## config.mk

```make
export PLATFORM = sky130hd
export DESIGN_NAME = regex_dot_star_matcher
export DESIGN_NICKNAME = d
export VERILOG_FILES = /design/src/design/rdsm_pkg.sv /design/src/design/rdsm_cell.sv /design/src/design/regex_dot_star_matcher.sv
export SDC_FILE = /design/constraint.sdc
export NUM_CORES = 1
export LEC_CHECK = 0
export BUFFER_PORTS_ARGS = -buffer_cell sky130_fd_sc_hd__buf_2
export CAP_MARGIN = 0
export CORE_MARGIN = 5
export CORE_UTILIZATION = 65
export DETAILED_ROUTE_END_ITERATION = 10
export GPL_ROUTABILITY_DRIVEN = 0
export PLACE_DENSITY_LB_ADDON = 0.2
export SKIP_CTS_REPAIR_TIMING = 1
export SLEW_MARGIN = 10
export SYNTH_ARGS = -nofsm -noshare
export SYNTH_HDL_FRONTEND = slang
export SYNTH_SLANG_ARGS = --single-unit
```

## constraint.sdc

```tcl
create_clock -name clk -period 8.7 [get_ports clk]
set_clock_uncertainty 0.15 [all_clocks]
set_input_delay 1.74 -clock clk [delete_from_list [all_inputs] [get_ports clk]]
set_output_delay 1.74 -clock clk [all_outputs]
set_load 0.01 [all_outputs]
```

## src/design/rdsm_pkg.sv

```systemverilog
// ----------------------------------------------------------------------------
// rdsm_pkg: shared types and constants for the dot-star pattern matcher
// Operation codes, item structs, and the control bundle sent to the cells.
// ----------------------------------------------------------------------------
package rdsm_pkg;

  // Default number of pattern tokens (one cell per token).
  localparam int PATTERN_TOKENS_DEF = 32;

  // Pattern bytes with a special meaning.
  localparam logic [7:0] ANY_BYTE  = 8'h2E;
  localparam logic [7:0] STAR_BYTE = 8'h2A;

  typedef enum logic [2:0] {
    OP_CLEAR  = 3'd0,
    OP_APPEND = 3'd1,
    OP_BEGIN  = 3'd2,
    OP_BYTE   = 3'd3,
    OP_END    = 3'd4
  } op_t;

  typedef struct packed {
    logic [2:0] operation;
    logic [7:0] character;
  } in_item_t;

  typedef struct packed {
    logic matched;
    logic pattern_error;
  } out_item_t;

  // Per-item control broadcast to every cell of the row.
  typedef struct packed {
    logic       start;      // only position zero active
    logic       advance;    // consume one subject byte
    logic       close;      // apply star closure in place
    logic       write_tok;  // store a new token at position token_count
    logic       set_star;   // mark token token_count-1 as starred
    logic [7:0] character;
  } cell_ctl_t;

endpackage

```

## src/design/rdsm_cell.sv

```systemverilog
// ----------------------------------------------------------------------------
// rdsm_cell: one pattern position of the matcher row
// Holds one token and the active bit of its position; passes the star
// closure and the matched-literal shift to the next cell.
// ----------------------------------------------------------------------------
module rdsm_cell #(
  parameter int PATTERN_TOKENS = rdsm_pkg::PATTERN_TOKENS_DEF,
  parameter int INDEX          = 0
) (
  input  logic                                    clk,
  input  logic                                    rst,
  input  rdsm_pkg::cell_ctl_t                     ctl,
  input  logic [$clog2(PATTERN_TOKENS + 1)-1:0]   count,
  input  logic                                    carry_in,
  input  logic                                    shift_in,
  output logic                                    carry_out,
  output logic                                    shift_out,
  output logic                                    at_end
);

  localparam int CNT_W = $clog2(PATTERN_TOKENS + 1);
  localparam logic [CNT_W-1:0] MY_POS  = CNT_W'(INDEX);
  localparam logic [CNT_W-1:0] NEXT_POS = CNT_W'(INDEX + 1);
  localparam logic IS_FIRST = (INDEX == 0);

  logic [7:0] tok_byte;
  logic       tok_star;
  logic       active;
  logic       active_next;

  logic in_use;
  logic closed;
  logic hit;

  assign in_use    = (count > MY_POS);
  assign closed    = active | carry_in;
  assign carry_out = closed & tok_star & in_use;
  assign hit       = closed & in_use &
                     ((tok_byte == rdsm_pkg::ANY_BYTE) || (tok_byte == ctl.character));
  assign shift_out = hit & ~tok_star;
  assign at_end    = closed & (count == MY_POS);

  always_comb begin
    active_next = active;
    if (ctl.start) begin
      active_next = IS_FIRST;
    end else if (ctl.advance) begin
      active_next = (hit & tok_star) | shift_in;
    end else if (ctl.close) begin
      active_next = closed;
    end
  end

  always_ff @(posedge clk) begin
    if (rst) begin
      active <= IS_FIRST;
    end else begin
      active <= active_next;
    end
  end

  // Token storage carries no reset; it is read only once written.
  always_ff @(posedge clk) begin
    if (ctl.write_tok && (count == MY_POS)) begin
      tok_byte <= ctl.character;
      tok_star <= 1'b0;
    end else if (ctl.set_star && (count == NEXT_POS)) begin
      tok_star <= 1'b1;
    end
  end

endmodule

```

## src/design/regex_dot_star_matcher.sv

```systemverilog
// ----------------------------------------------------------------------------
// regex_dot_star_matcher: whole-string matcher for literal, '.' and '*'
// Row of token cells running a forward set-of-positions simulation.
// ----------------------------------------------------------------------------
// Usage: every item on the input channel carries an operation and a byte.
// Clear pattern empties the pattern and the error flag, append adds one
// pattern byte ('.' matches any byte, '*' repeats the previous token),
// begin subject restarts matching, subject byte consumes one byte, and
// end subject emits one result item with matched and pattern_error.
// Only end subject produces a result; all other operations produce none.
// Throughput is one item per cycle for every operation while in_stall is
// low: each cell updates its active bit in parallel, and the star closure
// ripples through the row as a single-bit carry chain, so the row length
// sets the critical path. The result of an end subject item is registered
// into the output register, or into the skid entry while the output is held.
// Results pass through an output register backed by one skid entry, so the
// block keeps accepting items while a result waits. When the receiver
// stalls and both entries are full, in_stall rises until one drains.
// Reset (synchronous, active high) empties the pattern, clears the error
// flag, leaves only position zero active and drops any pending result.
// A pattern longer than PATTERN_TOKENS tokens, or a misplaced star, sets a
// sticky error that forces matched low until the pattern is cleared.
// ----------------------------------------------------------------------------
module regex_dot_star_matcher #(
  parameter int PATTERN_TOKENS = rdsm_pkg::PATTERN_TOKENS_DEF
) (
  input  logic                 clk,
  input  logic                 rst,
  input  logic                 in_valid,
  output logic                 in_stall,
  input  rdsm_pkg::in_item_t   in_data,
  output logic                 out_valid,
  input  logic                 out_stall,
  output rdsm_pkg::out_item_t  out_data
);

  localparam int CNT_W = $clog2(PATTERN_TOKENS + 1);
  localparam logic [CNT_W-1:0] FULL_COUNT = CNT_W'(PATTERN_TOKENS);

  // Pattern bookkeeping.
  logic [CNT_W-1:0] count;
  logic [CNT_W-1:0] count_next;
  logic             err_sticky;
  logic             err_sticky_next;
  logic             last_star;
  logic             last_star_next;

  // The position past the last cell (final for a full pattern) lives here.
  logic             act_top;
  logic             act_top_next;

  rdsm_pkg::cell_ctl_t ctl;

  logic                      in_fire;
  logic                      is_star;
  logic                      res_valid;
  rdsm_pkg::out_item_t       res;

  logic [PATTERN_TOKENS-1:0] carry;
  logic [PATTERN_TOKENS-1:0] shift;
  logic [PATTERN_TOKENS-1:0] at_end;
  logic                      closed_top;
  logic                      hit;

  // Output register plus skid entry.
  logic                      skid_valid;
  rdsm_pkg::out_item_t       skid_data;
  logic                      out_free;

  assign in_stall = skid_valid;
  assign in_fire  = in_valid & ~in_stall;
  assign is_star  = (in_data.character == rdsm_pkg::STAR_BYTE);

  // Operation decode: control for the row and the pattern bookkeeping.
  always_comb begin
    ctl             = '0;
    ctl.character   = in_data.character;
    count_next      = count;
    err_sticky_next = err_sticky;
    last_star_next  = last_star;
    res_valid       = 1'b0;
    if (in_fire) begin
      unique case (in_data.operation)
        rdsm_pkg::OP_CLEAR: begin
          ctl.start       = 1'b1;
          count_next      = '0;
          err_sticky_next = 1'b0;
          last_star_next  = 1'b0;
        end
        rdsm_pkg::OP_APPEND: begin
          if (is_star) begin
            // A star needs an unstarred token right before it.
            if ((count == '0) || last_star) begin
              err_sticky_next = 1'b1;
            end else begin
              ctl.set_star   = 1'b1;
              last_star_next = 1'b1;
            end
          end else if (count == FULL_COUNT) begin
            err_sticky_next = 1'b1;
          end else begin
            ctl.write_tok  = 1'b1;
            count_next     = count + CNT_W'(1);
            last_star_next = 1'b0;
          end
        end
        rdsm_pkg::OP_BEGIN: begin
          ctl.start = 1'b1;
        end
        rdsm_pkg::OP_BYTE: begin
          ctl.advance = 1'b1;
        end
        rdsm_pkg::OP_END: begin
          ctl.close = 1'b1;
          res_valid = 1'b1;
        end
        default: begin
        end
      endcase
    end
  end

  // The row of cells, one per token position.
  genvar j;
  generate
    for (j = 0; j < PATTERN_TOKENS; j++) begin : g_cell
      logic c_in;
      logic s_in;
      if (j == 0) begin : g_first
        assign c_in = 1'b0;
        assign s_in = 1'b0;
      end else begin : g_rest
        assign c_in = carry[j-1];
        assign s_in = shift[j-1];
      end
      rdsm_cell #(
        .PATTERN_TOKENS(PATTERN_TOKENS),
        .INDEX         (j)
      ) u_cell (
        .clk      (clk),
        .rst      (rst),
        .ctl      (ctl),
        .count    (count),
        .carry_in (c_in),
        .shift_in (s_in),
        .carry_out(carry[j]),
        .shift_out(shift[j]),
        .at_end   (at_end[j])
      );
    end
  endgenerate

  // Final position: reached by closure or by a shift out of the last cell.
  assign closed_top = act_top | carry[PATTERN_TOKENS-1];
  assign hit        = (|at_end) | (closed_top & (count == FULL_COUNT));

  always_comb begin
    act_top_next = act_top;
    if (ctl.start) begin
      act_top_next = 1'b0;
    end else if (ctl.advance) begin
      act_top_next = shift[PATTERN_TOKENS-1];
    end else if (ctl.close) begin
      act_top_next = closed_top;
    end
  end

  assign res.matched       = hit & ~err_sticky;
  assign res.pattern_error = err_sticky;

  always_ff @(posedge clk) begin
    if (rst) begin
      count      <= '0;
      err_sticky <= 1'b0;
      last_star  <= 1'b0;
      act_top    <= 1'b0;
    end else begin
      count      <= count_next;
      err_sticky <= err_sticky_next;
      last_star  <= last_star_next;
      act_top    <= act_top_next;
    end
  end

  // Result buffering: the skid entry fills only while the output is held.
  assign out_free = ~out_valid | ~out_stall;

  always_ff @(posedge clk) begin
    if (rst) begin
      out_valid  <= 1'b0;
      skid_valid <= 1'b0;
    end else if (out_free) begin
      if (skid_valid) begin
        out_valid  <= 1'b1;
        skid_valid <= 1'b0;
      end else begin
        out_valid <= res_valid;
      end
    end else if (res_valid) begin
      skid_valid <= 1'b1;
    end
  end

  always_ff @(posedge clk) begin
    if (out_free) begin
      if (skid_valid) begin
        out_data <= skid_data;
      end else if (res_valid) begin
        out_data <= res;
      end
    end else if (res_valid) begin
      skid_data <= res;
    end
  end

  // A full skid entry only ever sits behind a held output register.
  a_skid_behind_out: assert property (@(posedge clk) disable iff (rst)
    skid_valid |-> out_valid)
    else $error("skid entry valid while output register empty");

  // An accepted end-of-subject item always leaves a result pending.
  a_end_gives_result: assert property (@(posedge clk) disable iff (rst)
    (in_fire && (in_data.operation == rdsm_pkg::OP_END)) |=> out_valid)
    else $error("end of subject accepted but no result pending");

  // The token count never runs past the row.
  a_count_bound: assert property (@(posedge clk) disable iff (rst)
    count <= FULL_COUNT)
    else $error("token count beyond pattern capacity");

  // A pattern error always suppresses a match.
  a_error_no_match: assert property (@(posedge clk) disable iff (rst)
    (out_valid && out_data.pattern_error) |-> !out_data.matched)
    else $error("match reported together with a pattern error");

  // Clearing the pattern empties it and drops the error.
  a_clear_resets: assert property (@(posedge clk) disable iff (rst)
    (in_fire && (in_data.operation == rdsm_pkg::OP_CLEAR)) |=>
      ((count == '0) && !err_sticky))
    else $error("pattern clear did not empty the pattern");

endmodule

```

==> results.ini <==
[timing]
slew_viol_final = 0
setup_viol = 0
worst-slew-pin-transition_ps = 999
relSlewSlack_pct = 33.4
clock.fmax_mhz = 181
finalHoldViolCount = 0
layout_min_cycle_time_ps = 5530
finalSetupTns_ps = 0
rsz0062_at_grt = no
finalCritPeriodShare_pct = 63.5
fin_hold_ws_ps = 316

[hold_path]
hold_path_class = reg -> reg
min-delay-start = g_cell[29].u_cell.tok_star

[finish]
fillers = 1846
layout_common_cells = 260 x edfxtp_1, 164 x xnor2_1, 101 x nor2_1, 96 x xor2_1, 76 x a21oi_1
area_delta_synth_final_pct = 9.21
final_common_cell = edfxtp_1
n_antenna_cell = 0
nets = 1539
seq_area_um2 = 9310
multiInputGateArea_um2 = 7190
layout-drive-gt1-share_pct = 7.45

[global_routing]
antenna_found_initial = 0
grt_max_degree = 40
grt_pass1_wl_um = 65000
grt_pass1_vias = 12100
grt_usage_pct = 28.0
overflow = 0

[synthesis]
synthAdderAreaFrac_pct = 0.369
yosysSeqAreaShare_pct = 55.0
synth_nets = 1541
yosys.area_share.xor_xnor_pct = 13.4
synth_area_leader_cell = edfxtp_1
ys.flop_type = edfxtp_1
ys_seq_elements = 335
synth_area_um2 = 16900
yosys_warnings = 0
synth-edff-count = 260
synth_area_leaders = edfxtp_1 46%, dfxtp_1 8.9%, xnor2_1 8.5%
synthSimpleGateAreaFrac_pct = 17.3
synth_cells = 1521
synth_top_family_by_area = simple AND/OR/NAND/NOR gates
async_flop_share_pct = 0
synthMuxAreaShare_pct = 0.251
synth_top_area_share_pct = 46.1
synth_cell_types = 75
synth.avg_cell_area_um2 = 11.1
synth_compound_area_share_pct = 10.9

[worst_setup_path]
path_class = reg -> reg
cp-end-kind = flop
cp-start-kind = flop
worstPathArrival_ps = 5640
cp.required_ps = 8810
crit_slowest_cell = dfxtp_1
crit_fanout = 24
crit_start = count[1]
crit_top_cell = a2111oi_2
cp_cell_sequence = inv_1 -> ha_1 -> and2_1 -> a221o_1 -> a2111oi_0 -> or4b_1 -> nor4b_2 -> o2111ai_1 -> a2111oi_2 -> o21ai_1 -> a2111oi_2 -> a41oi_1 -> mux2_2
timing.rr.start = count[1]
critPathMaxStageDelay_ps = 650

[route]
finalWirelength_um = 40900
drt_iter0_markers = 1435
drc = 0
dr.pass1.iters = 6
avgViaCountPerCell = 6.60
ant_nets = 0
wl_per_cell_um = 21.8
vias = 12400

[status]
status = complete, no violations

[power_and_ir_drop]
powerDensity_nw_per_um2 = 183
p_leak_uw = 0.00594
peakVddDrop_v = 0.000243

[floorplan]
die_w_um = 171
io_pins = 19
dieArea_um2 = 29400
core-area_um2 = 25800
die_h_um = 171
num_rows = 59
start_util_pct = 65.5

[cts]
cts_made_buffers = 34
clkSinkCount = 335
clock_latency_ps = 510
clock-root-buffer = clkbuf_16
cts.path.max_buffers = 3
clk_pin_slew_ps = 60
cts_tree = built
h-tree-depth = 2

[place]
port_buffers = 18
dp_hpwl_um = 26900

[flow_run]
maxCapViolCount = 0

[cell type report]
type,count,area share (%)
flip-flops and latches,335,50.3
multi-input cells,1072,38.9
clock buffers,48,5.62
well taps,335,2.27
repair buffers,41,1.53
inverters,35,0.710
clock inverters,13,0.670
[worst max-delay path: cells and delay by family, from the launching register on]
family | cells | cell delay, ps
buffers and inverters | 1 | 260
adder cells (fa/ha/maj) | 1 | 560
AND/OR/NAND/NOR | 3 | 1070
multiplexers | 1 | 320
flip-flops | 1 | 650
AO/OA/AOI/OAI | 7 | 2240
[cells in the mapped netlist (18+ instances only)]
| cell type | instances |
|---|---|
| nor2b_1 | 37 |
| nor4b_1 | 25 |
| nand2_1 | 57 |
| xor2_1 | 96 |
| nand3_1 | 34 |
| clkbuf_1 | 52 |
| nand4_1 | 70 |
| o21ai_0 | 55 |
| xnor2_1 | 164 |
| a211oi_1 | 20 |
| nor2_1 | 101 |
| and3_1 | 27 |
| dfxtp_1 | 75 |
| a21oi_1 | 76 |
| nor3_1 | 50 |
| nand2b_1 | 18 |
| edfxtp_1 | 260 |
| nor4_1 | 39 |
| inv_1 | 34 |
[routing by layer]
metal  vias to the layer above  global-route usage (%)  wire, µm
met1                      5966                    38.4     16800
met3                       125                    4.14      3200
met4                         0                    10.6      1680
met5                         -                       0         0
li1                       5701                       -         -
met2                       615                    45.9     19200
[final timing paths]
path,end,slack [ps],cells past startpoint
setup / recovery,out_data[1],3170,13
hold / removal,g_cell[29].u_cell.tok_star,320,2
setup reg to reg,out_data[1],3170,13
hold reg to reg,g_cell[29].u_cell.tok_star,320,2
[per-stage QoR]
step | instances | setup WS, ps | instance area [µm²] | utilization, % | power, µW
global placement | 1818 | 3560 | 17300 | 67.1 | 1940
global route | 1879 | 2980 | 18500 | 71.6 | 3500
finish | 1879 | 3170 | 18500 | 71.6 | 3390
CTS | 1879 | 3300 | 18500 | 71.6 | 3410
detailed placement | 1818 | 3330 | 17300 | 67.1 | 1940
floorplan | 1521 | 4230 | 16900 | - | 1880
[cell families (layout without fill, tap and decap cells)]
| group | after synthesis | count (layout) |
|---|---|---|
| XOR/XNOR | 260 | 260 |
| flip-flops | 335 | 335 |
| AND/OR/NAND/NOR | 522 | 522 |
| adder cells (fa/ha/maj) | 5 | 5 |
| AO/OA/AOI/OAI | 281 | 281 |
| multiplexers | 4 | 4 |
| buffers and inverters | 114 | 137 |
[flip-flops by register name, indices dropped and copies added (netlist names), 2 cells and up]
signal	cells
g_cell.u_cell.active	32
g_cell.u_cell.tok_star	32
g_cell.u_cell.tok_byte	256
skid_data	2
count	6
out_data	2
[report_power, final]
part	internal, µW	leakage (µW)	switching (µW)
combinational	58.8	0.00242	113
clock	896	0.000574	586
sequential	1730	0.00294	9.18
No activity file was read; power rests on OpenSTA's default activity.
